`src/sv/max_pool_2d_with_argmax_macros.svh`:
```
// assertion macros for the max pooling block
// no dependencies; included by the top level
`ifndef MAX_POOL_2D_WITH_ARGMAX_MACROS_SVH
`define MAX_POOL_2D_WITH_ARGMAX_MACROS_SVH
`ifndef SYNTHESIS
`define MP2A_ASSERT_IMP(label, clk, rst_n, a, b) \
	label: assert property (@(posedge clk) disable iff (!rst_n) (a) |-> (b)) \
		else $error("mp2a assertion failed");
`define MP2A_ASSERT_NXT(label, clk, rst_n, a, b) \
	label: assert property (@(posedge clk) disable iff (!rst_n) (a) |=> (b)) \
		else $error("mp2a assertion failed");
`else
`define MP2A_ASSERT_IMP(label, clk, rst_n, a, b)
`define MP2A_ASSERT_NXT(label, clk, rst_n, a, b)
`endif
`endif

```
`src/sv/mp2a_pkg.sv`:
```
// shared types and constants for the max pooling block
// no dependencies
package mp2a_pkg;

	localparam int DEF_MAX_WIDTH    = 64;
	localparam int DEF_MAX_HEIGHT   = 64;
	localparam int DEF_MAX_CHANNELS = 16;
	localparam int DEF_MAX_KERNEL   = 8;

	localparam logic [6:0] RST_WIDTH_IN    = 7'd64;
	localparam logic [6:0] RST_HEIGHT_IN   = 7'd64;
	localparam logic [4:0] RST_CHANNELS_IN = 5'd1;
	localparam logic [3:0] RST_KERNEL_SIZE = 4'd2;

	localparam int QUEUE_DEPTH = 4;

	typedef enum logic [1:0] {
		REG_WIDTH_IN    = 2'd0,
		REG_HEIGHT_IN   = 2'd1,
		REG_CHANNELS_IN = 2'd2,
		REG_KERNEL_SIZE = 2'd3
	} cfg_idx_t;

	typedef enum logic {
		CMD_FORWARD  = 1'b0,
		CMD_BACKWARD = 1'b1
	} cmd_t;

	// one classified item between front and back
	typedef struct packed {
		cmd_t               cmd;
		logic signed [15:0] value;
		logic [15:0]        idx;        // input index, or output select for backward
		logic [15:0]        oidx;
		logic               first;
		logic               last;
		logic               frame_last;
	} item_t;

endpackage

```
`src/sv/mp2a_front.sv`:
```
// front end: config registers, frame position tracking, item classification
// depends on mp2a_pkg
module mp2a_front #(
	parameter int MAX_WIDTH    = mp2a_pkg::DEF_MAX_WIDTH,
	parameter int MAX_HEIGHT   = mp2a_pkg::DEF_MAX_HEIGHT,
	parameter int MAX_CHANNELS = mp2a_pkg::DEF_MAX_CHANNELS,
	parameter int MAX_KERNEL   = mp2a_pkg::DEF_MAX_KERNEL,
	parameter int LAW          = 10
) (
	input  logic                  clk,
	input  logic                  arst_n,
	input  logic                  cfg_we,
	input  logic [1:0]            cfg_index,
	input  logic [6:0]            cfg_data,
	input  logic                  push,
	input  logic                  cmd,
	input  logic [15:0]           value,
	input  logic [15:0]           out_select,
	output mp2a_pkg::item_t       item,
	output logic [LAW-1:0]        line
);
	import mp2a_pkg::*;

	localparam int WW = $clog2(MAX_WIDTH + 1);
	localparam int HW = $clog2(MAX_HEIGHT + 1);
	localparam int CHW = $clog2(MAX_CHANNELS + 1);
	localparam int KW = $clog2(MAX_KERNEL + 1);

	logic [6:0] width_q, height_q;
	logic [4:0] channels_q;
	logic [3:0] kernel_q;
	logic [WW-1:0] w_eff, col_q;
	logic [HW-1:0] h_eff, row_q;
	logic [CHW-1:0] c_eff, chan_q;
	logic [KW-1:0] k_eff, col_phase_q, row_phase_q;
	logic [LAW:0] ocolc_q;
	logic [15:0] obase_q, idx_q;
	logic chan_end, col_end, row_end, col_ph_end, row_ph_end;

	// clamp registers into their legal range
	always_comb begin
		if (width_q == 7'd0) w_eff = WW'(1);
		else if (int'(width_q) > MAX_WIDTH) w_eff = WW'(MAX_WIDTH);
		else w_eff = WW'(width_q);
		if (height_q == 7'd0) h_eff = HW'(1);
		else if (int'(height_q) > MAX_HEIGHT) h_eff = HW'(MAX_HEIGHT);
		else h_eff = HW'(height_q);
		if (channels_q == 5'd0) c_eff = CHW'(1);
		else if (int'(channels_q) > MAX_CHANNELS) c_eff = CHW'(MAX_CHANNELS);
		else c_eff = CHW'(channels_q);
		if (kernel_q == 4'd0) k_eff = KW'(1);
		else if (int'(kernel_q) > MAX_KERNEL) k_eff = KW'(MAX_KERNEL);
		else k_eff = KW'(kernel_q);
	end

	// position flags
	assign chan_end   = (chan_q == c_eff - CHW'(1));
	assign col_end    = (col_q == w_eff - WW'(1));
	assign row_end    = (row_q == h_eff - HW'(1));
	assign col_ph_end = (col_phase_q == k_eff - KW'(1));
	assign row_ph_end = (row_phase_q == k_eff - KW'(1));

	// classify the incoming item
	always_comb begin
		item.cmd        = cmd_t'(cmd);
		item.value      = $signed(value);
		item.idx        = (cmd == CMD_BACKWARD) ? out_select : idx_q;
		item.oidx       = 16'(32'(obase_q) + 32'(ocolc_q) + 32'(chan_q));
		item.first      = (row_phase_q == '0) && (col_phase_q == '0);
		item.last       = (row_ph_end || row_end) && (col_ph_end || col_end);
		item.frame_last = row_end && col_end && chan_end;
		line            = LAW'(32'(ocolc_q) + 32'(chan_q));
	end

	// config registers
	always_ff @(posedge clk or negedge arst_n) begin
		if (!arst_n) begin
			width_q    <= RST_WIDTH_IN;
			height_q   <= RST_HEIGHT_IN;
			channels_q <= RST_CHANNELS_IN;
			kernel_q   <= RST_KERNEL_SIZE;
		end else if (cfg_we) begin
			unique case (cfg_idx_t'(cfg_index))
				REG_WIDTH_IN:    width_q    <= cfg_data;
				REG_HEIGHT_IN:   height_q   <= cfg_data;
				REG_CHANNELS_IN: channels_q <= cfg_data[4:0];
				REG_KERNEL_SIZE: kernel_q   <= cfg_data[3:0];
				default: ;
			endcase
		end
	end

	// raster position counters, restarted by any config write
	always_ff @(posedge clk or negedge arst_n) begin
		if (!arst_n) begin
			col_q <= '0; row_q <= '0; chan_q <= '0;
			col_phase_q <= '0; row_phase_q <= '0;
			ocolc_q <= '0; obase_q <= '0; idx_q <= '0;
		end else if (cfg_we) begin
			col_q <= '0; row_q <= '0; chan_q <= '0;
			col_phase_q <= '0; row_phase_q <= '0;
			ocolc_q <= '0; obase_q <= '0; idx_q <= '0;
		end else if (push && cmd == CMD_FORWARD) begin
			idx_q <= idx_q + 16'd1;
			if (!chan_end) begin
				chan_q <= chan_q + CHW'(1);
			end else begin
				chan_q <= '0;
				if (!col_end) begin
					col_q <= col_q + WW'(1);
					if (col_ph_end) begin
						col_phase_q <= '0;
						ocolc_q     <= ocolc_q + (LAW+1)'(c_eff);
					end else begin
						col_phase_q <= col_phase_q + KW'(1);
					end
				end else begin
					col_q       <= '0;
					col_phase_q <= '0;
					ocolc_q     <= '0;
					if (row_end) begin
						row_q       <= '0;
						row_phase_q <= '0;
						obase_q     <= '0;
						idx_q       <= '0;
					end else begin
						row_q <= row_q + HW'(1);
						if (row_ph_end) begin
							row_phase_q <= '0;
							obase_q <= 16'(32'(obase_q) + 32'(ocolc_q) + 32'(c_eff));
						end else begin
							row_phase_q <= row_phase_q + KW'(1);
						end
					end
				end
			end
		end
	end

endmodule

```
`config.mk`:
```
export PLATFORM = sky130hd
export DESIGN_NAME = mp2a_front
export DESIGN_NICKNAME = d
export VERILOG_FILES = /design/src/sv/max_pool_2d_with_argmax_macros.svh /design/src/sv/mp2a_pkg.sv /design/src/sv/mp2a_front.sv
export SDC_FILE = /design/constraint.sdc
export NUM_CORES = 1
export LEC_CHECK = 0
export ABC_AREA = 1
export BUFFER_PORTS_ARGS = -buffer_cell sky130_fd_sc_hd__buf_2
export CAP_MARGIN = 5
export CORE_MARGIN = 10
export CORE_UTILIZATION = 30
export CTS_CLUSTER_DIAMETER = 40
export DETAILED_ROUTE_END_ITERATION = 10
export GPL_TIMING_DRIVEN = 0
export PLACE_DENSITY_LB_ADDON = 0.08
export SLEW_MARGIN = 20
export SYNTH_ARGS = -nofsm -noshare
export SYNTH_HDL_FRONTEND = slang
export SYNTH_SLANG_ARGS = --single-unit
```
`constraint.sdc`:
```
create_clock -name clk -period 7.56 [get_ports clk]
set_input_delay 0.756 -clock clk [delete_from_list [all_inputs] [get_ports clk]]
set_output_delay 0.756 -clock clk [all_outputs]
set_load 0.005 [all_outputs]
```
==> results of run 1 <==
area by class of cell:
type	count	share of cell area, %
Multi-Input combinational cell	796	51.5
Sequential cell	93	26.3
Inverter	141	5.97
Timing Repair Buffer	91	5.46
Tap cell	330	4.66
Clock buffer	10	2.69
Buffer	36	2.55
Clock inverter	6	0.861
cells in the mapped netlist, types with 3 or more instances:
cell        n  area share, %
nand4_1    26            2.1
nand3b_1   11            1.1
o21ai_2    12            1.4
xnor2_1    16            1.8
buf_2       3           0.20
nand2_2     7           0.57
ha_1       43            7.0
dfstp_2     4            1.4
inv_1     138            6.8
fa_1        5            1.3
buf_4      19            1.9
dfrtp_1    89             29
nor3_1     10           0.65
a21oi_1    20            1.3
nor2_2      6           0.49
a21oi_2     3           0.34
inv_2       3           0.15
clkbuf_1   11           0.54
a21o_1      5           0.49
xor2_1     68            7.8
o21ai_1     7           0.46
nand2_1   273             13
nand3_1    83            5.4
nor2_1     79            3.9
o21ai_0    89            5.8
xor2_2      3           0.64
nand3_2     3           0.39
worst max path at each step:
stage / start / to / cells past startpoint / slack [ns]
after global routing: ocolc_q[0]$_DFFE_PN0P_ / item[14] / 16 / 3.09
final: ocolc_q[0]$_DFFE_PN0P_ / item[14] / 16 / 3.47
after CTS: ocolc_q[0]$_DFFE_PN0P_ / item[14] / 16 / 3.44
after floorplan: ocolc_q[0]$_DFFE_PN0P_ / item[15] / 13 / 4.35
after global placement: ocolc_q[0]$_DFFE_PN0P_ / item[14] / 16 / 3.85
after detailed placement: ocolc_q[0]$_DFFE_PN0P_ / item[14] / 16 / 3.83
metal layers:
metal	GRT usage (%)	wire, microns	vias to the layer above
met5	0	0	-
met4	2.91	182	0
met3	2.63	807	10
met2	22.6	10000	117
met1	18.6	11200	3161
li1	-	-	3626
flip-flops by register name, summed over array words and instances (netlist names):
register,cells
chan_q,5
channels_q,5
col_phase_q,4
col_q,7
height_q,7
idx_q,16
kernel_q,4
obase_q,16
ocolc_q,11
row_phase_q,4
row_q,7
width_q,7
cells by family after synthesis:
family | count (synthesis)
simple gates | 509
buf+inv | 177
compound gates | 151
flops | 93
xor+xnor | 88
fa+ha+maj | 48
stage by stage:
step           setup WS, ns  std cells  hold slack, ns  utilization, %
6_report               3.47       1503           0.269            35.2
5_1_grt                3.09       1503           0.274            35.2
4_1_cts                3.44       1503           0.264            35.2
3_5_place_dp           3.83       1487           0.454            34.0
3_3_place_gp           3.85       1486           0.456            33.8
2_1_floorplan          4.35       1066           0.432               -
power groups by stage:
stage	Clock, uW	Sequential [uW]	Combinational [uW]
2_1_floorplan	0	636	630
3_3_place_gp	0	668	885
3_5_place_dp	0	670	892
4_1_cts	518	660	895
5_1_grt	533	672	1020
6_report	494	657	872
worst reg2reg max path, delay by kind of cell, from the launching register on:
family	cells	cell delay, ns
AOI/OAI and AO/OA	2	0.53
xor gates and xnor gates	2	0.31
adders and majority gates	3	1.02
buffers and inverters	3	0.27
DFF	1	0.43
and+or+nand+nor	5	0.91
==> results.yml, run 1 <==
timing:
  setup_viol: 0
  setup_tns_ns: 0
  worstMarginPinSlew_ns: 0.678
  fmax_mhz: 245
  slew_headroom_pct: 54.6
  post-route-min-period_ns: 4.09
  drv_slew: 0
  finClkSkew_ns: 0.0158
  hold_viol: 0
  rsz0062_at_grt: "false"
  finalCritPeriodShare_pct: 54.0
setup_path:
  crit_family: "simple AND/OR/NAND/NOR gates"
  rrSetupSlack_ns: 4.05
  worstPathArrival_ns: 3.33
  cp.required_ns: 6.80
  start_kind: "flip-flop"
  reg2reg_to: "obase_q[9]$_DFFE_PN0P_"
  cp-end-kind: "output pin"
  path_class: "reg -> out"
  cp_slowest_cell: "dfrtp_1"
  max_stage_delay_ns: 0.43
  cp_cell_sequence: "ha_1, inv_1, fa_1, inv_1, nand3_1, nand3_1, nand2_1, nand2_1, nand2_1, nand2_1, inv_1, nor2_1, nand2_1, nor3_1, xor2_1, buf_2"
  crit_top_cell: "nand2_1"
  reg2reg_depth: 15
  r2r-start: "ocolc_q[0]$_DFFE_PN0P_"
  crit_buf_inv: 4
  critPathMaxFanout: 6
clocking:
  clock_sinks: 93
  clock-root-buffer: "clkbuf_16"
  clk_path_buf_depth: 2
  cts_resized: 0
  clk_pin_slew_ns: 0.08
  numCtsBuffers: 9
  post-cts-setup-buffers: 0
  clk_latency_ns: 0.36
  cts_tree: "built"
  htreeDepth: 3
  cts_hold_buf: 0
synth:
  synth_edf_count: 0
  synth.distinct_cells: 48
  synthXorXnorAreaFrac_pct: 10.5
  synth_area_per_cell_sq_um: 7.18
  syn-instance-count: 1066
  syn_area_sq_um: 7660
  synthMuxAreaShare_pct: 0
  ys_ff_latch: 93
  yosys.area_share.simple_pct: 29.4
  synth_seq_area_share_pct: 30.5
  ys.flop_type: "dfrtp_1"
  yosysWarnings: 0
  synth_top_family_by_area: "simple AND/OR/NAND/NOR gates"
  synth_fa_ha_area_share_pct: 8.33
  async_reset_ff_share_pct: 100
  synth_compound_area_share_pct: 11.4
  synthesis.nets: 1160
grt:
  grt_max_degree: 68
  grt_overflow_total: 0
  grt_pass1_vias: 7083
  track_usage_pct: 13.8
  grt_pass1_wl_microns: 37200
  antenna_found_initial: 0
place:
  gp_congestion: 0.780
  portBuffers: 90
  placed_area_sq_um: 8550
  hpwl_microns: 17400
route:
  drtPass1Iterations: 5
  antenna_left: 0
  remaining_drc_errors: 0
  wl_per_cell_microns: 14.8
  vias: 6914
  drtIter0Drc: 341
  routed_via_density: 4.60
  routed_wl_microns: 22200
pwr:
  power_uw: 2020
  intPower_uw: 1180
  pwr-share-clk_pct: 24.4
  p_leak_uw: 0.00447
  switching_power_uw: 839
  seq_power_share_pct: 32.5
  powerDensity_nw_per_um2: 228
  p_comb_share_pct: 43.1
  netSwitchingFraction_pct: 41.5
  ir_drop_v: 0.0000879
floorplanning:
  die_area_sq_um: 32300
  ios: 108
  start_util_pct: 30.4
  core_sq_um: 25200
  die-width_microns: 180
  rows: 58
  fp.dieH_microns: 180
final_layout:
  antenna_cells: 0
  fin_area_sq_um: 8870
  layout_commonest_cell: "nand2_1"
  ff_latch_area_sq_um: 2330
  drive_gt1_share_pct: 15.5
  multi_input_area_sq_um: 4570
  nets: 1262
  fillers: 2766
  final_cell_mix: "nand2_1 (273), inv_1 (138), buf_2 (92), o21ai_0 (89), dfrtp_1 (89)"
  synthToLayoutAreaGrowth_pct: 15.8
run_status:
  status: "finished clean"
worst_hold_path:
  min_path_type: "in -> async"
run:
  cap_violations: 0
Power figures use the tool's default switching activity.
==> inputs of run 2 (changes only) <==
==> constraint.sdc (replaced) <==
create_clock -name clk -period 4.25 [get_ports clk]
set_input_delay 0.425 -clock clk [delete_from_list [all_inputs] [get_ports clk]]
set_output_delay 0.425 -clock clk [all_outputs]
set_load 0.005 [all_outputs]
==> run 2 against run 1 <==
Against the previous run: via count decreased by 0.30%; worst setup slack got worse by 3.0 ns; final cell count barely moved; sequential cell count stayed put; global-route usage unchanged.
==> results.yml, run 2 (synthesized netlist as in run 1, its figures left out) <==
setup_path:
  crit_family: "simple AND/OR/NAND/NOR gates"
  path_class: "reg -> out"
  max_stage_delay_ns: 0.43
  cp-end-kind: "output pin"
  critPathMaxFanout: 6
  cp_cell_sequence: "ha_1, inv_1, fa_1, inv_1, nand3_1, nand3_1, nand2_1, nand2_1, nand2_1, nand2_1, inv_1, nor2_1, nand2_1, nor3_1, xor2_1, buf_2"
  crit_buf_inv: 4
  cp_slowest_cell: "dfrtp_1"
  crit_top_cell: "nand2_1"
  cp.required_ns: 3.83
  start_kind: "flip-flop"
  worstPathArrival_ns: 3.33
timing:
  hold_viol: 0
  rsz0062_at_grt: "false"
  slew_headroom_pct: 54.9
  fmax_mhz: 267
  worstMarginPinSlew_ns: 0.674
  finalCritPeriodShare_pct: 88.3
  whs_ns: 0.329
  setup_viol: 0
  finClkSkew_ns: 0.0165
  drv_slew: 0
  setup_tns_ns: 0
  post-route-min-period_ns: 3.75
place:
  gp_congestion: 0.780
  portBuffers: 90
  placed_area_sq_um: 8550
  hpwl_microns: 17400
  placed_cells: 1487
final_layout:
  fin_area_sq_um: 8880
  antenna_cells: 0
  synthToLayoutAreaGrowth_pct: 16.0
  biggestRegsByFlops: "idx_q: 16 flops, obase_q: 16 flops, ocolc_q: 11 flops"
  layout_commonest_cell: "nand2_1"
  drive_gt1_share_pct: 15.5
  final_cell_mix: "nand2_1 (273), inv_1 (138), buf_2 (92), o21ai_0 (89), dfrtp_1 (89)"
  finalNonFillerCells: 1504
  nets: 1263
floorplanning:
  rows: 58
  core_sq_um: 25200
  ios: 108
  start_util_pct: 30.4
  fp.dieH_microns: 180
  die_area_sq_um: 32300
  die-width_microns: 180
route:
  routed_via_density: 4.58
  wl_per_cell_microns: 14.8
  routed_wl_microns: 22200
  remaining_drc_errors: 0
  drtPass1Iterations: 4
  antenna_left: 0
  drtIter0Drc: 335
  vias: 6893
grt:
  grt_pass1_wl_microns: 37200
  antenna_found_initial: 0
  grt_overflow_total: 0
  track_usage_pct: 13.8
  grt_max_degree: 68
  grt_pass1_vias: 7086
pwr:
  pwr-share-clk_pct: 24.4
  seq_power_share_pct: 32.5
  powerDensity_nw_per_um2: 406
  ir_drop_v: 0.000157
  switching_power_uw: 1490
  p_leak_uw: 0.00447
  netSwitchingFraction_pct: 41.5
  p_comb_share_pct: 43.1
  intPower_uw: 2110
clocking:
  numCtsBuffers: 9
  clk_path_buf_depth: 2
  cts_hold_buf: 1
  clk_pin_slew_ns: 0.08
  clock-root-buffer: "clkbuf_16"
  cts_tree: "built"
  htreeDepth: 3
  cts_resized: 0
  clk_latency_ns: 0.36
  clock_sinks: 93
  post-cts-setup-buffers: 0
worst_hold_path:
  min_path_type: "in -> reg"
run:
  cap_violations: 0
run_status:
  status: "finished clean"
-- run 2: cell types whose count changed in the layout (fill, tap and decap cells not counted) --
cell           previous run  this run
dlygate4sd3_1             0         1
-- run 2: worst reg2reg max path, cell delays in order (launching register included) --
cell and delay [ns]:
dfrtp_1 0.43, ha_1 0.28, inv_1 0.08, fa_1 0.41, inv_1 0.12, nand3_1 0.08
nand3_1 0.18, xor2_1 0.13, ha_1 0.33, inv_1 0.07, o2111ai_1 0.40, nand2_1 0.10
nor2_1 0.39, nand3_1 0.15, xor2_1 0.18, o21ai_2 0.13
-- run 2: routing by layer --
| metal | track usage (%) | vias up | routed length (microns) |
|---|---|---|---|
| met3 | 2.63 | 10 | 756 |
| met5 | 0 | - | 0 |
| met1 | 18.6 | 3152 | 11300 |
| met2 | 22.6 | 102 | 10000 |
| met4 | 2.91 | 0 | 182 |
| li1 | - | 3629 | - |
-- run 2: path summary, 6_finish.rpt --
check / startpoint / endpoint / slack (ns) / cells past startpoint
worst min register to register: col_q[5]$_DFFE_PN0P_ / col_q[5]$_DFFE_PN0P_ / 0.46 / 1
max in group asynchronous: arst_n / idx_q[7]$_DFFE_PN0N_ / 3.09 / 3
worst min-delay path: cfg_data[6] / height_q[6]$_DFFE_PN1P_ / 0.33 / 3
min in group asynchronous: arst_n / kernel_q[2]$_DFFE_PN0P_ / 0.52 / 2
worst max-delay path: ocolc_q[0]$_DFFE_PN0P_ / item[14] / 0.50 / 16
worst max register to register: ocolc_q[0]$_DFFE_PN0P_ / obase_q[9]$_DFFE_PN0P_ / 0.74 / 15
-- run 2: power groups by stage --
stage | registers, uW | logic, uW | clock network (uW)
finish | 1170 | 1550 | 880
global route | 1200 | 1810 | 948
CTS | 1170 | 1590 | 921
detailed placement | 1190 | 1590 | 0
global placement | 1190 | 1570 | 0
floorplan | 1130 | 1120 | 0
-- run 2: per-stage QoR --
stage	worst slack [ns]	util, %	total power, uW
after detailed placement	0.720	34.0	2780
after floorplan	1.37	-	2250
after global placement	0.739	33.8	2760
final	0.499	35.3	3600
after global routing	0.112	35.3	3960
after CTS	0.461	35.3	3690
-- run 2: area by class of cell --
| cell class | instances | area (sq um) |
|---|---|---|
| Timing Repair Buffer | 92 | 494 |
| Sequential cell | 93 | 2330 |
| Multi-Input combinational cell | 796 | 4570 |
| Clock inverter | 6 | 76.3 |
| Inverter | 141 | 529 |
| Fill cell | 2765 | 16300 |
| Buffer | 36 | 226 |
| Tap cell | 330 | 413 |
| Clock buffer | 10 | 239 |
