### config.mk
export PLATFORM = sky130hd
export DESIGN_NAME = mp2a_queue
export DESIGN_NICKNAME = d
export VERILOG_FILES = /design/src/sv/max_pool_2d_with_argmax_macros.svh /design/src/sv/mp2a_pkg.sv /design/src/sv/mp2a_queue.sv
export SDC_FILE = /design/constraint.sdc
export NUM_CORES = 1
export LEC_CHECK = 0
export ABC_CLOCK_PERIOD_IN_PS = 4300
export BUFFER_PORTS_ARGS = -buffer_cell sky130_fd_sc_hd__clkbuf_2
export CAP_MARGIN = 20
export CORE_MARGIN = 4
export CORE_UTILIZATION = 30
export DETAILED_ROUTE_END_ITERATION = 10
export GPL_ROUTABILITY_DRIVEN = 0
export PLACE_DENSITY = 0.54
export SLEW_MARGIN = 15
export SYNTH_ARGS = -nofsm -noshare
export SYNTH_HDL_FRONTEND = slang
export SYNTH_SLANG_ARGS = --single-unit
### constraint.sdc
create_clock -name clk -period 4.3 [get_ports clk]
set_input_delay 0.43 -clock clk [delete_from_list [all_inputs] [get_ports clk]]
set_output_delay 0.43 -clock clk [all_outputs]
set_load 0.05 [all_outputs]
### src/sv/max_pool_2d_with_argmax_macros.svh
// assertion macros for the max pooling block
// no dependencies; included by the top level
`ifndef MAX_POOL_2D_WITH_ARGMAX_MACROS_SVH
`define MAX_POOL_2D_WITH_ARGMAX_MACROS_SVH
`ifndef SYNTHESIS
`define MP2A_ASSERT_IMP(label, clk, rst_n, a, b) \
	label: assert property (@(posedge clk) disable iff (!rst_n) (a) |-> (b)) \
		else $error("mp2a assertion failed");
`define MP2A_ASSERT_NXT(label, clk, rst_n, a, b) \
	label: assert property (@(posedge clk) disable iff (!rst_n) (a) |=> (b)) \
		else $error("mp2a assertion failed");
`else
`define MP2A_ASSERT_IMP(label, clk, rst_n, a, b)
`define MP2A_ASSERT_NXT(label, clk, rst_n, a, b)
`endif
`endif

### src/sv/mp2a_pkg.sv
// shared types and constants for the max pooling block
// no dependencies
package mp2a_pkg;

	localparam int DEF_MAX_WIDTH    = 64;
	localparam int DEF_MAX_HEIGHT   = 64;
	localparam int DEF_MAX_CHANNELS = 16;
	localparam int DEF_MAX_KERNEL   = 8;

	localparam logic [6:0] RST_WIDTH_IN    = 7'd64;
	localparam logic [6:0] RST_HEIGHT_IN   = 7'd64;
	localparam logic [4:0] RST_CHANNELS_IN = 5'd1;
	localparam logic [3:0] RST_KERNEL_SIZE = 4'd2;

	localparam int QUEUE_DEPTH = 4;

	typedef enum logic [1:0] {
		REG_WIDTH_IN    = 2'd0,
		REG_HEIGHT_IN   = 2'd1,
		REG_CHANNELS_IN = 2'd2,
		REG_KERNEL_SIZE = 2'd3
	} cfg_idx_t;

	typedef enum logic {
		CMD_FORWARD  = 1'b0,
		CMD_BACKWARD = 1'b1
	} cmd_t;

	// one classified item between front and back
	typedef struct packed {
		cmd_t               cmd;
		logic signed [15:0] value;
		logic [15:0]        idx;        // input index, or output select for backward
		logic [15:0]        oidx;
		logic               first;
		logic               last;
		logic               frame_last;
	} item_t;

endpackage

### src/sv/mp2a_queue.sv
// short fifo between front and back
// depends on mp2a_pkg for the depth
module mp2a_queue #(
	parameter int WIDTH = 8
) (
	input  logic             clk,
	input  logic             arst_n,
	input  logic             push,
	input  logic [WIDTH-1:0] wdata,
	input  logic             pop,
	output logic [WIDTH-1:0] rdata,
	output logic             full,
	output logic             empty
);
	import mp2a_pkg::*;

	localparam int PW = $clog2(QUEUE_DEPTH);

	logic [WIDTH-1:0] mem_q [QUEUE_DEPTH];
	logic [PW-1:0] wptr_q, rptr_q;
	logic [PW:0] count_q;
	logic do_push, do_pop;

	assign full    = (count_q == (PW+1)'(QUEUE_DEPTH));
	assign empty   = (count_q == '0);
	assign do_push = push && !full;
	assign do_pop  = pop && !empty;
	assign rdata   = mem_q[rptr_q];

	// storage
	always_ff @(posedge clk) begin
		if (do_push) mem_q[wptr_q] <= wdata;
	end

	// pointers and fill level
	always_ff @(posedge clk or negedge arst_n) begin
		if (!arst_n) begin
			wptr_q <= '0; rptr_q <= '0; count_q <= '0;
		end else begin
			if (do_push) wptr_q <= wptr_q + PW'(1);
			if (do_pop) rptr_q <= rptr_q + PW'(1);
			count_q <= count_q + (PW+1)'(do_push) - (PW+1)'(do_pop);
		end
	end

endmodule

==> results.cfg, run 1 <==
[cells_and_area]
syn_to_final_growth_pct = 17.0
n_antenna_cell = 0
drive_above_1_share_pct = 33.3
fill_cells = 489
stdcell_count = 181
fin_nets = 129

[routing]
drt-initial-drc-count = 30
wirelength_um = 2690
firstDrtPassIters = 4
routed_via_density = 4.49
antenna_left = 0
routed-via-count = 812
drc_errors = 0
drt-wirelength-per-cell_um = 14.9

[synth]
ys_seq_area_share_pct = 70.0
yosysUniqueCellTypes = 18
yosysMostFrequentCell = edfxtp_1
avgSynthCellArea_sq_um = 19.6
ys_ff_latch = 39
syn-instance-count = 83
synthArstFlopShare_pct = 17.9
synth_edf_count = 32
synth_area_sq_um = 1620
synth_top_area_cell = edfxtp_1
synth_common_cells = 32 x edfxtp_1, 8 x mux4_2, 7 x dfrtp_1, 6 x ha_1, 6 x inv_1
synth_flop_cell = edfxtp_1
ys_warn_count = 0
syn_nets = 102
synth_top_cell_area_share_pct = 59.2
synth_area_leaders = edfxtp_1 59%, mux4_2 11%, dfrtp_1 11%

[sta]
worst_slew_pin_slew_ns = 0.617
max_slew_margin_pct = 58.9
tns_ns = 0
setup_violations = 0
grt_setup_unrepaired = no
period_share_pct = 53.5
fin_worst_skew_ns = 0.00886
layout_min_cycle_time_ns = 2.30
clock.fmax_mhz = 435
drv_slew = 0
finalHoldViolations = 0

[floorplan]
fp.dieW_um = 81.6
die_y_um = 81.6
start_util_pct = 31.4
dieArea_sq_um = 6650
core_area_sq_um = 5170
rows = 26
pin_count = 22

[job]
drv_cap = 0

[critical_path]
r2r_slack_ns = 2.13
crit_start = rptr_q[0]$_DFFE_PN0P_
worstSetupPathType = reg -> out
end_kind = output pin
ff2ff_path_depth = 8
crit_arrival_ns = 1.87
worstSetupStartpointType = register
cp.required_ns = 3.87
cp_max_fo = 10
endpoint = rdata[1]
r2r-end = count_q[2]$_DFF_PN0_
r2r-start = count_q[0]$_DFF_PN0_

[global_route]
antenna_found_initial = 0
grt_pass1_vias = 899
grt_use_total_pct = 9.18
grt_overflow = 0
grt_pass1_wl_um = 4410
grt_max_degree = 13

[worst_hold_path]
hold_depth = 1
hold_path.class = in -> reg

[placement]
dp.cells = 172
io_buffers = 21

[clock_tree]
cts_made_buffers = 5
cts_root_buffer = clkbuf_8
cts_buffer_depth = 2
htree_num_levels = 2
clock_latency_ns = 0.29
clk_pin_slew_ns = 0.08
clkSinkCount = 39
cts_tree = done

[power_and_ir_drop]
power.leakage_nw = 0.705
p_per_area_nw_per_um2 = 734
peakVddDrop_v = 0.000308

[run_status]
status = finished clean
[critical path: stages (launching register included)]
cell and delay [ns]:
dfrtp_1 0.74, mux4_2 0.59, clkbuf_2 0.25
[layout make-up]
class | count | area [sq um] | share of cell area (%)
tap | 70 | 87.6 | 4.61
clock buffer | 6 | 72.6 | 3.82
timing repair buffer | 22 | 115 | 6.06
inverter | 6 | 22.5 | 1.19
multi-input combinational | 36 | 452 | 23.8
sequential | 39 | 1140 | 59.9
clock inverter | 2 | 12.5 | 0.659
[how the worst min path moves through the flow]
stage | start | end | slack, ns
finish | wdata[2] | mem_q[3][2]$_DFFE_PP_ | 0.36
detailed placement | arst_n | wptr_q[0]$_DFFE_PN0P_ | 0.28
floorplan | arst_n | count_q[0]$_DFF_PN0_ | 0.13
global route | wdata[4] | mem_q[3][4]$_DFFE_PP_ | 0.36
CTS | wdata[2] | mem_q[3][2]$_DFFE_PP_ | 0.36
global placement | arst_n | wptr_q[0]$_DFFE_PN0P_ | 0.28
[metal layers]
metal	vias up	GRT usage, %	wire (um)	share of wire, %
met5	-	0	0	0
met4	0	4.05	40	1.5
met3	5	3.29	159	5.9
met2	23	14.6	1350	50
met1	410	11.2	1150	43
li1	374	-	-	-
[registers in the layout, indices dropped and copies added (netlist names)]
name,flops
wptr_q,2
rptr_q,2
mem_q,32
count_q,3
[through the flow]
step	power (mW)	hold slack (ns)	util (%)	worst slack [ns]	instance area, sq um
CTS	1.42	0.357	36.7	1.94	1900
finish	1.39	0.363	36.7	2.00	1900
global route	1.48	0.358	36.7	1.88	1900
global placement	1.18	0.275	34.9	2.18	1800
floorplan	1.06	0.134	-	1.99	1620
detailed placement	1.18	0.285	34.9	2.12	1800
[cells in the final DEF (no fill, tap or decap)]
master and n:
clkinvlp_4 1, dlygate4sd3_1 1, clkinv_2 1, mux4_2 8
xnor2_1 4, inv_1 6, o311ai_1 1, fa_1 1
o31ai_1 1, o211ai_1 2, clkbuf_1 1, nand2_1 1
dfrtp_1 7, and3b_1 4, nor3_1 1, clkbuf_2 21
clkbuf_8 5, nand2b_1 4, nor3b_4 1, ha_1 6
edfxtp_1 32, nand4bb_1 2
[cells by family after synthesis]
logic type | Yosys count | share of synthesized area (%)
AND/OR/NAND/NOR | 13 | 6.78
XOR/XNOR | 4 | 2.16
flip-flops | 39 | 70.0
multiplexers | 8 | 11.1
AO/OA/AOI/OAI | 4 | 1.93
adder cells (fa/ha/maj) | 7 | 5.86
buffers and inverters | 8 | 2.16
[timing repair]
action | CTS | global route
setup endpoints to repair | 0 | 0
gates resized for setup | 0 | 0
endpoints found under the hold margin | 7 | 0
hold buffers | 1 | 0
setup buffers | 0 | 0
[where the power goes]
group | switching (mW) | internal [mW] | total (mW)
combinational | 0.345 | 0.203 | 0.548
sequential | 0.101 | 0.511 | 0.612
clock | 0.120 | 0.113 | 0.233
total | 0.566 | 0.828 | 1.39
Power figures use the tool's default switching activity.
==> inputs of run 2 (changes only) <==
--- a/config.mk
+++ b/config.mk
@@ -5,7 +5,7 @@
 export SDC_FILE = /design/constraint.sdc
 export NUM_CORES = 1
 export LEC_CHECK = 0
-export ABC_CLOCK_PERIOD_IN_PS = 4300
+export ABC_CLOCK_PERIOD_IN_PS = 2300
 export BUFFER_PORTS_ARGS = -buffer_cell sky130_fd_sc_hd__clkbuf_2
 export CAP_MARGIN = 20
 export CORE_MARGIN = 4
==> constraint.sdc (replaced) <==
create_clock -name clk -period 2.3 [get_ports clk]
set_input_delay 0.23 -clock clk [delete_from_list [all_inputs] [get_ports clk]]
set_output_delay 0.23 -clock clk [all_outputs]
set_load 0.05 [all_outputs]
==> run 2 against run 1 <==
Register-to-register slack worse by 2.0 ns. Worst hold slack worse by 0.20 ns. First-iteration DRC count is 17% higher. Core utilization is 1.1 points higher. Cell area is 3.1% higher. Sequential share of layout area is 1.7 points lower. Clock power grew to 2.9 times the previous value. Flip-flop and latch count stayed put. Critical path depth is 6 higher. Critical path type is now reg -> reg.
==> results.cfg, run 2 (synthesized netlist as in run 1, its figures left out) <==
[run_status]
status = finished clean

[sta]
drv_slew = 0
layout_min_cycle_time_ns = 2.13
clock.fmax_mhz = 470
grt_setup_unrepaired = no
worst_slew_pin_slew_ns = 0.559
period_share_pct = 92.4
setup_violations = 0
fin_worst_skew_ns = 0.00481
tns_ns = 0
finalHoldViolations = 0
max_slew_margin_pct = 62.7

[floorplan]
fp.dieW_um = 81.6
rows = 26
die_y_um = 81.6
pin_count = 22
start_util_pct = 31.4
dieArea_sq_um = 6650
core_area_sq_um = 5170

[routing]
wirelength_um = 2730
firstDrtPassIters = 3
drt-initial-drc-count = 35
routed-via-count = 812
drt-wirelength-per-cell_um = 15.0
antenna_left = 0
drc_errors = 0
routed_via_density = 4.46

[cells_and_area]
largest_register_ffs = 32
mostFrequentLayoutCell = edfxtp_1
final-seq-area_sq_um = 1140
multi_input_area_sq_um = 454
final_cell_mix = 32 x edfxtp_1, 21 x clkbuf_2, 8 x mux4_2
fill_cells = 474
top_regs = mem_q: 32 flops, count_q: 3 flops
drive_above_1_share_pct = 35.7
stdcell_count = 182
regMostFlops = mem_q
fin_nets = 130
syn_to_final_growth_pct = 20.6
n_antenna_cell = 0

[power_and_ir_drop]
seqPwrFrac_pct = 39.9
switching_share_pct = 37.7
peakVddDrop_v = 0.000655
power_switching_mw = 1.08
p_per_area_nw_per_um2 = 1460
pwr-share-comb_pct = 36.9
cell_internal_pwr_mw = 1.79
clkPwrFrac_pct = 23.2
power.leakage_nw = 0.732

[placement]
dp.cells = 173
hpwl_um = 1910
io_buffers = 21

[critical_path]
crit_start = count_q[1]$_DFF_PN0_
cp.required_ns = 2.47
crit_arrival_ns = 2.30
end_kind = register
cp_max_fo = 7
r2r-start = count_q[1]$_DFF_PN0_
slowest_delay_ns = 0.46
worstSetupPathType = reg -> reg
crit_slowest_cell = dfrtp_1
worstPathCellList = o31ai_1 > inv_1 > ha_1 > inv_1 > ha_1 > fa_2 > xnor2_1 > xnor2_1
worstSetupStartpointType = register

[global_route]
grt_max_degree = 13
grt_pass1_wl_um = 4260
grt_use_total_pct = 9.16
antenna_found_initial = 0
grt_overflow = 0
grt_pass1_vias = 871

[clock_tree]
htree_num_levels = 2
clkSinkCount = 39
cts_root_buffer = clkbuf_8
cts_made_buffers = 5
clk_pin_slew_ns = 0.07
cts_tree = done
clock_latency_ns = 0.29
cts_buffer_depth = 2

[job]
drv_cap = 0

[worst_hold_path]
hold_start = wdata[1]
hold_path.class = in -> reg
run 2: critical path, delay by kind of cell, from the launching register on:
kind,cells,cell delay [ns]
buffers and inverters,2,0.13
XOR/XNOR,2,0.27
flip-flops,1,0.46
adder cells (fa/ha/maj),3,0.80
AO/OA/AOI/OAI,1,0.37
run 2: power by group through the flow:
stage | sequential (mW) | combinational [mW] | clock (mW)
global route | 1.18 | 1.12 | 0.701
floorplan | 1.05 | 0.926 | 0
detailed placement | 1.17 | 1.07 | 0
global placement | 1.15 | 1.06 | 0
finish | 1.14 | 1.06 | 0.665
CTS | 1.15 | 1.08 | 0.676
run 2: path summary, 6_finish.rpt:
kind                                         end  slack [ns]  cells past startpoint
max                         count_q[2]$_DFF_PN0_        0.17                      8
min                        mem_q[1][1]$_DFFE_PP_        0.16                      1
max reg2reg                 count_q[2]$_DFF_PN0_        0.17                      8
min reg2reg                 count_q[0]$_DFF_PN0_        0.63                      1
max in group asynchronous   count_q[0]$_DFF_PN0_        1.81                      2
min in group asynchronous  wptr_q[0]$_DFFE_PN0P_        0.30                      2
run 2: metal layers:
metal / track usage, % / wire length (um)
met3: 3.62 / 169
met4: 4.05 / 51
met1: 11.0 / 1180
met5: 0 / 0
met2: 14.5 / 1330
run 2: through the flow:
| step | util (%) | hold WS, ns | cell area [sq um] | setup WS (ns) | power, mW |
|---|---|---|---|---|---|
| after global placement | 35.1 | 0.0753 | 1810 | 0.219 | 2.22 |
| final | 37.8 | 0.159 | 1960 | 0.174 | 2.86 |
| after global routing | 37.8 | 0.157 | 1960 | 0.0281 | 3.00 |
| after floorplan | - | -0.0656 | 1630 | 0.0365 | 1.98 |
| after CTS | 37.8 | 0.151 | 1960 | 0.152 | 2.91 |
| after detailed placement | 35.1 | 0.0803 | 1810 | 0.160 | 2.24 |
run 2: what timing repair did:
item	in CTS	in global routing
hold endpoints to repair	7	0
gates resized for setup	0	0
buffers inserted	0	0
hold buffers	1	0
run 2: layout make-up:
type,instances,area share (%)
Timing Repair Buffer,23,6.27
Multi-Input combinational cell,36,23.2
Sequential cell,39,58.1
Tap cell,70,4.48
Clock buffer,6,3.71
Inverter,6,1.15
Clock inverter,2,3.07
==> inputs of run 3 (changes only) <==
--- a/config.mk
+++ b/config.mk
@@ -6,10 +6,11 @@
 export NUM_CORES = 1
 export LEC_CHECK = 0
 export ABC_CLOCK_PERIOD_IN_PS = 2300
-export BUFFER_PORTS_ARGS = -buffer_cell sky130_fd_sc_hd__clkbuf_2
+export BUFFER_PORTS_ARGS = -buffer_cell sky130_fd_sc_hd__buf_2
 export CAP_MARGIN = 20
 export CORE_MARGIN = 4
 export CORE_UTILIZATION = 30
+export CTS_BUF_LIST = sky130_fd_sc_hd__clkbuf_2 sky130_fd_sc_hd__clkbuf_4 sky130_fd_sc_hd__clkbuf_8
 export DETAILED_ROUTE_END_ITERATION = 10
 export GPL_ROUTABILITY_DRIVEN = 0
 export PLACE_DENSITY = 0.54
==> run 3 against run 2 <==
Via count is 0.86% lower. Worst hold slack better by 0.0016 ns. Global-route usage stayed put. Register-to-register slack hardly changed. Critical path depth stayed put. Wire length is 0.84% lower. Largest cell class unchanged. First-iteration DRC count is 57% higher.
==> results.cfg, run 3 (synthesized netlist as in run 1, its figures left out) <==
[run_status]
status = finished clean

[power_and_ir_drop]
peakVddDrop_v = 0.000520
power.leakage_nw = 0.724
pwr-share-comb_pct = 40.3
switching_share_pct = 38.7
cell_internal_pwr_mw = 1.69
clkPwrFrac_pct = 19.5
p_per_area_nw_per_um2 = 1420
seqPwrFrac_pct = 40.3
power_switching_mw = 1.06

[sta]
finalHoldViolations = 0
fin_worst_skew_ns = 0.00269
setup_violations = 0
drv_slew = 0
layout_setup_ws_ns = 0.167
clock.fmax_mhz = 469
worst_slew_pin_slew_ns = 0.485
grt_setup_unrepaired = no
layout_min_cycle_time_ns = 2.13
max_slew_margin_pct = 67.7
period_share_pct = 92.7
tns_ns = 0

[clock_tree]
cts_made_buffers = 5
clkSinkCount = 39
cts_tree = done
ctsResizeCount = 0
clock_latency_ns = 0.28
clk_pin_slew_ns = 0.07
cts_buffer_depth = 2
cts_root_buffer = clkbuf_8
htree_num_levels = 2

[floorplan]
fp.dieW_um = 81.6
die_y_um = 81.6
start_util_pct = 31.4
dieArea_sq_um = 6650
rows = 26
core_area_sq_um = 5170
pin_count = 22

[placement]
preCtsSetupSlack_ns = 0.158
io_buffers = 21
hpwl_um = 1870
dp.cells = 174

[critical_path]
worstPathCellList = o31ai_1 > inv_1 > ha_1 > inv_1 > ha_1 > fa_2 > xnor2_1 > xnor2_1
slowest_delay_ns = 0.46
end_kind = register
cp.required_ns = 2.47
worstSetupPathType = reg -> reg
crit_slowest_cell = dfrtp_1
cp_max_fo = 7
worstSetupStartpointType = register
crit_arrival_ns = 2.30

[cells_and_area]
fin_nets = 131
regMostFlops = mem_q
stdcell_count = 183
drive_above_1_share_pct = 36.3
largest_register_ffs = 32
top_regs = mem_q: 32 flops, count_q: 3 flops
syn_to_final_growth_pct = 19.5
final_cell_mix = 32 x edfxtp_1, 21 x buf_2, 8 x mux4_2
n_antenna_cell = 0
fill_cells = 479
mostFrequentLayoutCell = edfxtp_1

[global_route]
grt_pass1_wl_um = 4270
antenna_found_initial = 0
grt_max_degree = 13
grt_overflow = 0
grt_use_total_pct = 9.16
grt_pass1_vias = 817

[routing]
routed-via-count = 805
wirelength_um = 2710
drc_errors = 0
firstDrtPassIters = 4
drt-wirelength-per-cell_um = 14.8
routed_via_density = 4.40
antenna_left = 0
drt-initial-drc-count = 55

[job]
drv_cap = 0

[worst_hold_path]
hold_path.class = in -> reg
[run 3: layout make-up]
type	count	area (sq um)	share of cell area, %
Tap cell	70	87.6	4.52
Sequential cell	39	1140	58.6
Clock buffer	5	68.8	3.55
Timing Repair Buffer	24	130	6.71
Clock inverter	3	38.8	2.00
Inverter	6	22.5	1.16
Multi-Input combinational cell	36	454	23.4
[run 3: timing repair]
action	in CTS	in global routing
endpoints found under the setup margin	0	0
setup buffers	0	0
hold buffers	1	0
endpoints found under the hold margin	7	0
[run 3: power groups by stage]
| stage | Clock [mW] | Combinational (mW) | Sequential (mW) |
|---|---|---|---|
| floorplan | 0 | 0.926 | 1.05 |
| global placement | 0 | 1.13 | 1.11 |
| detailed placement | 0 | 1.13 | 1.13 |
| CTS | 0.555 | 1.14 | 1.11 |
| global route | 0.589 | 1.19 | 1.13 |
| finish | 0.535 | 1.11 | 1.11 |
[run 3: per-stage QoR]
stage                     power (mW)  hold WS (ns)  utilization (%)  instance area (sq um)
after floorplan                 1.98       -0.0656                -                   1630
after global placement          2.24        0.0712             35.2                   1820
after detailed placement        2.25        0.0763             35.2                   1820
after CTS                       2.80         0.150             37.5                   1940
after global routing            2.91         0.157             37.5                   1940
final                           2.75         0.161             37.5                   1940
[run 3: critical path: cells and delay by family (launching register included)]
kind / cells / cell delay, ns
adders and majority gates: 3 / 0.79
DFF: 1 / 0.46
buffers and inverters: 2 / 0.12
xor gates and xnor gates: 2 / 0.27
AOI/OAI and AO/OA: 1 / 0.39
[run 3: path summary, 6_finish.rpt]
kind                                        from               endpoint  slack, ns  cells after the start
setup / recovery            count_q[1]$_DFF_PN0_   count_q[2]$_DFF_PN0_       0.17                      8
hold / removal                          wdata[2]  mem_q[1][2]$_DFFE_PP_       0.16                      1
setup reg to reg            count_q[1]$_DFF_PN0_   count_q[2]$_DFF_PN0_       0.17                      8
hold reg to reg            wptr_q[1]$_DFFE_PN0P_  wptr_q[1]$_DFFE_PN0P_       0.62                      2
max in group asynchronous                 arst_n   count_q[0]$_DFF_PN0_       1.83                      2
min in group asynchronous                 arst_n   count_q[1]$_DFF_PN0_       0.30                      2
[run 3: metal layers]
metal | vias to the layer above | routed length (um) | part of all wire [%] | track usage (%)
li1 | 378 | - | - | -
met1 | 397 | 1260 | 46 | 12.3
met2 | 24 | 1270 | 47 | 13.4
met3 | 6 | 150 | 5.5 | 3.07
met4 | 0 | 32 | 1.2 | 4.05
met5 | - | 0 | 0 | 0
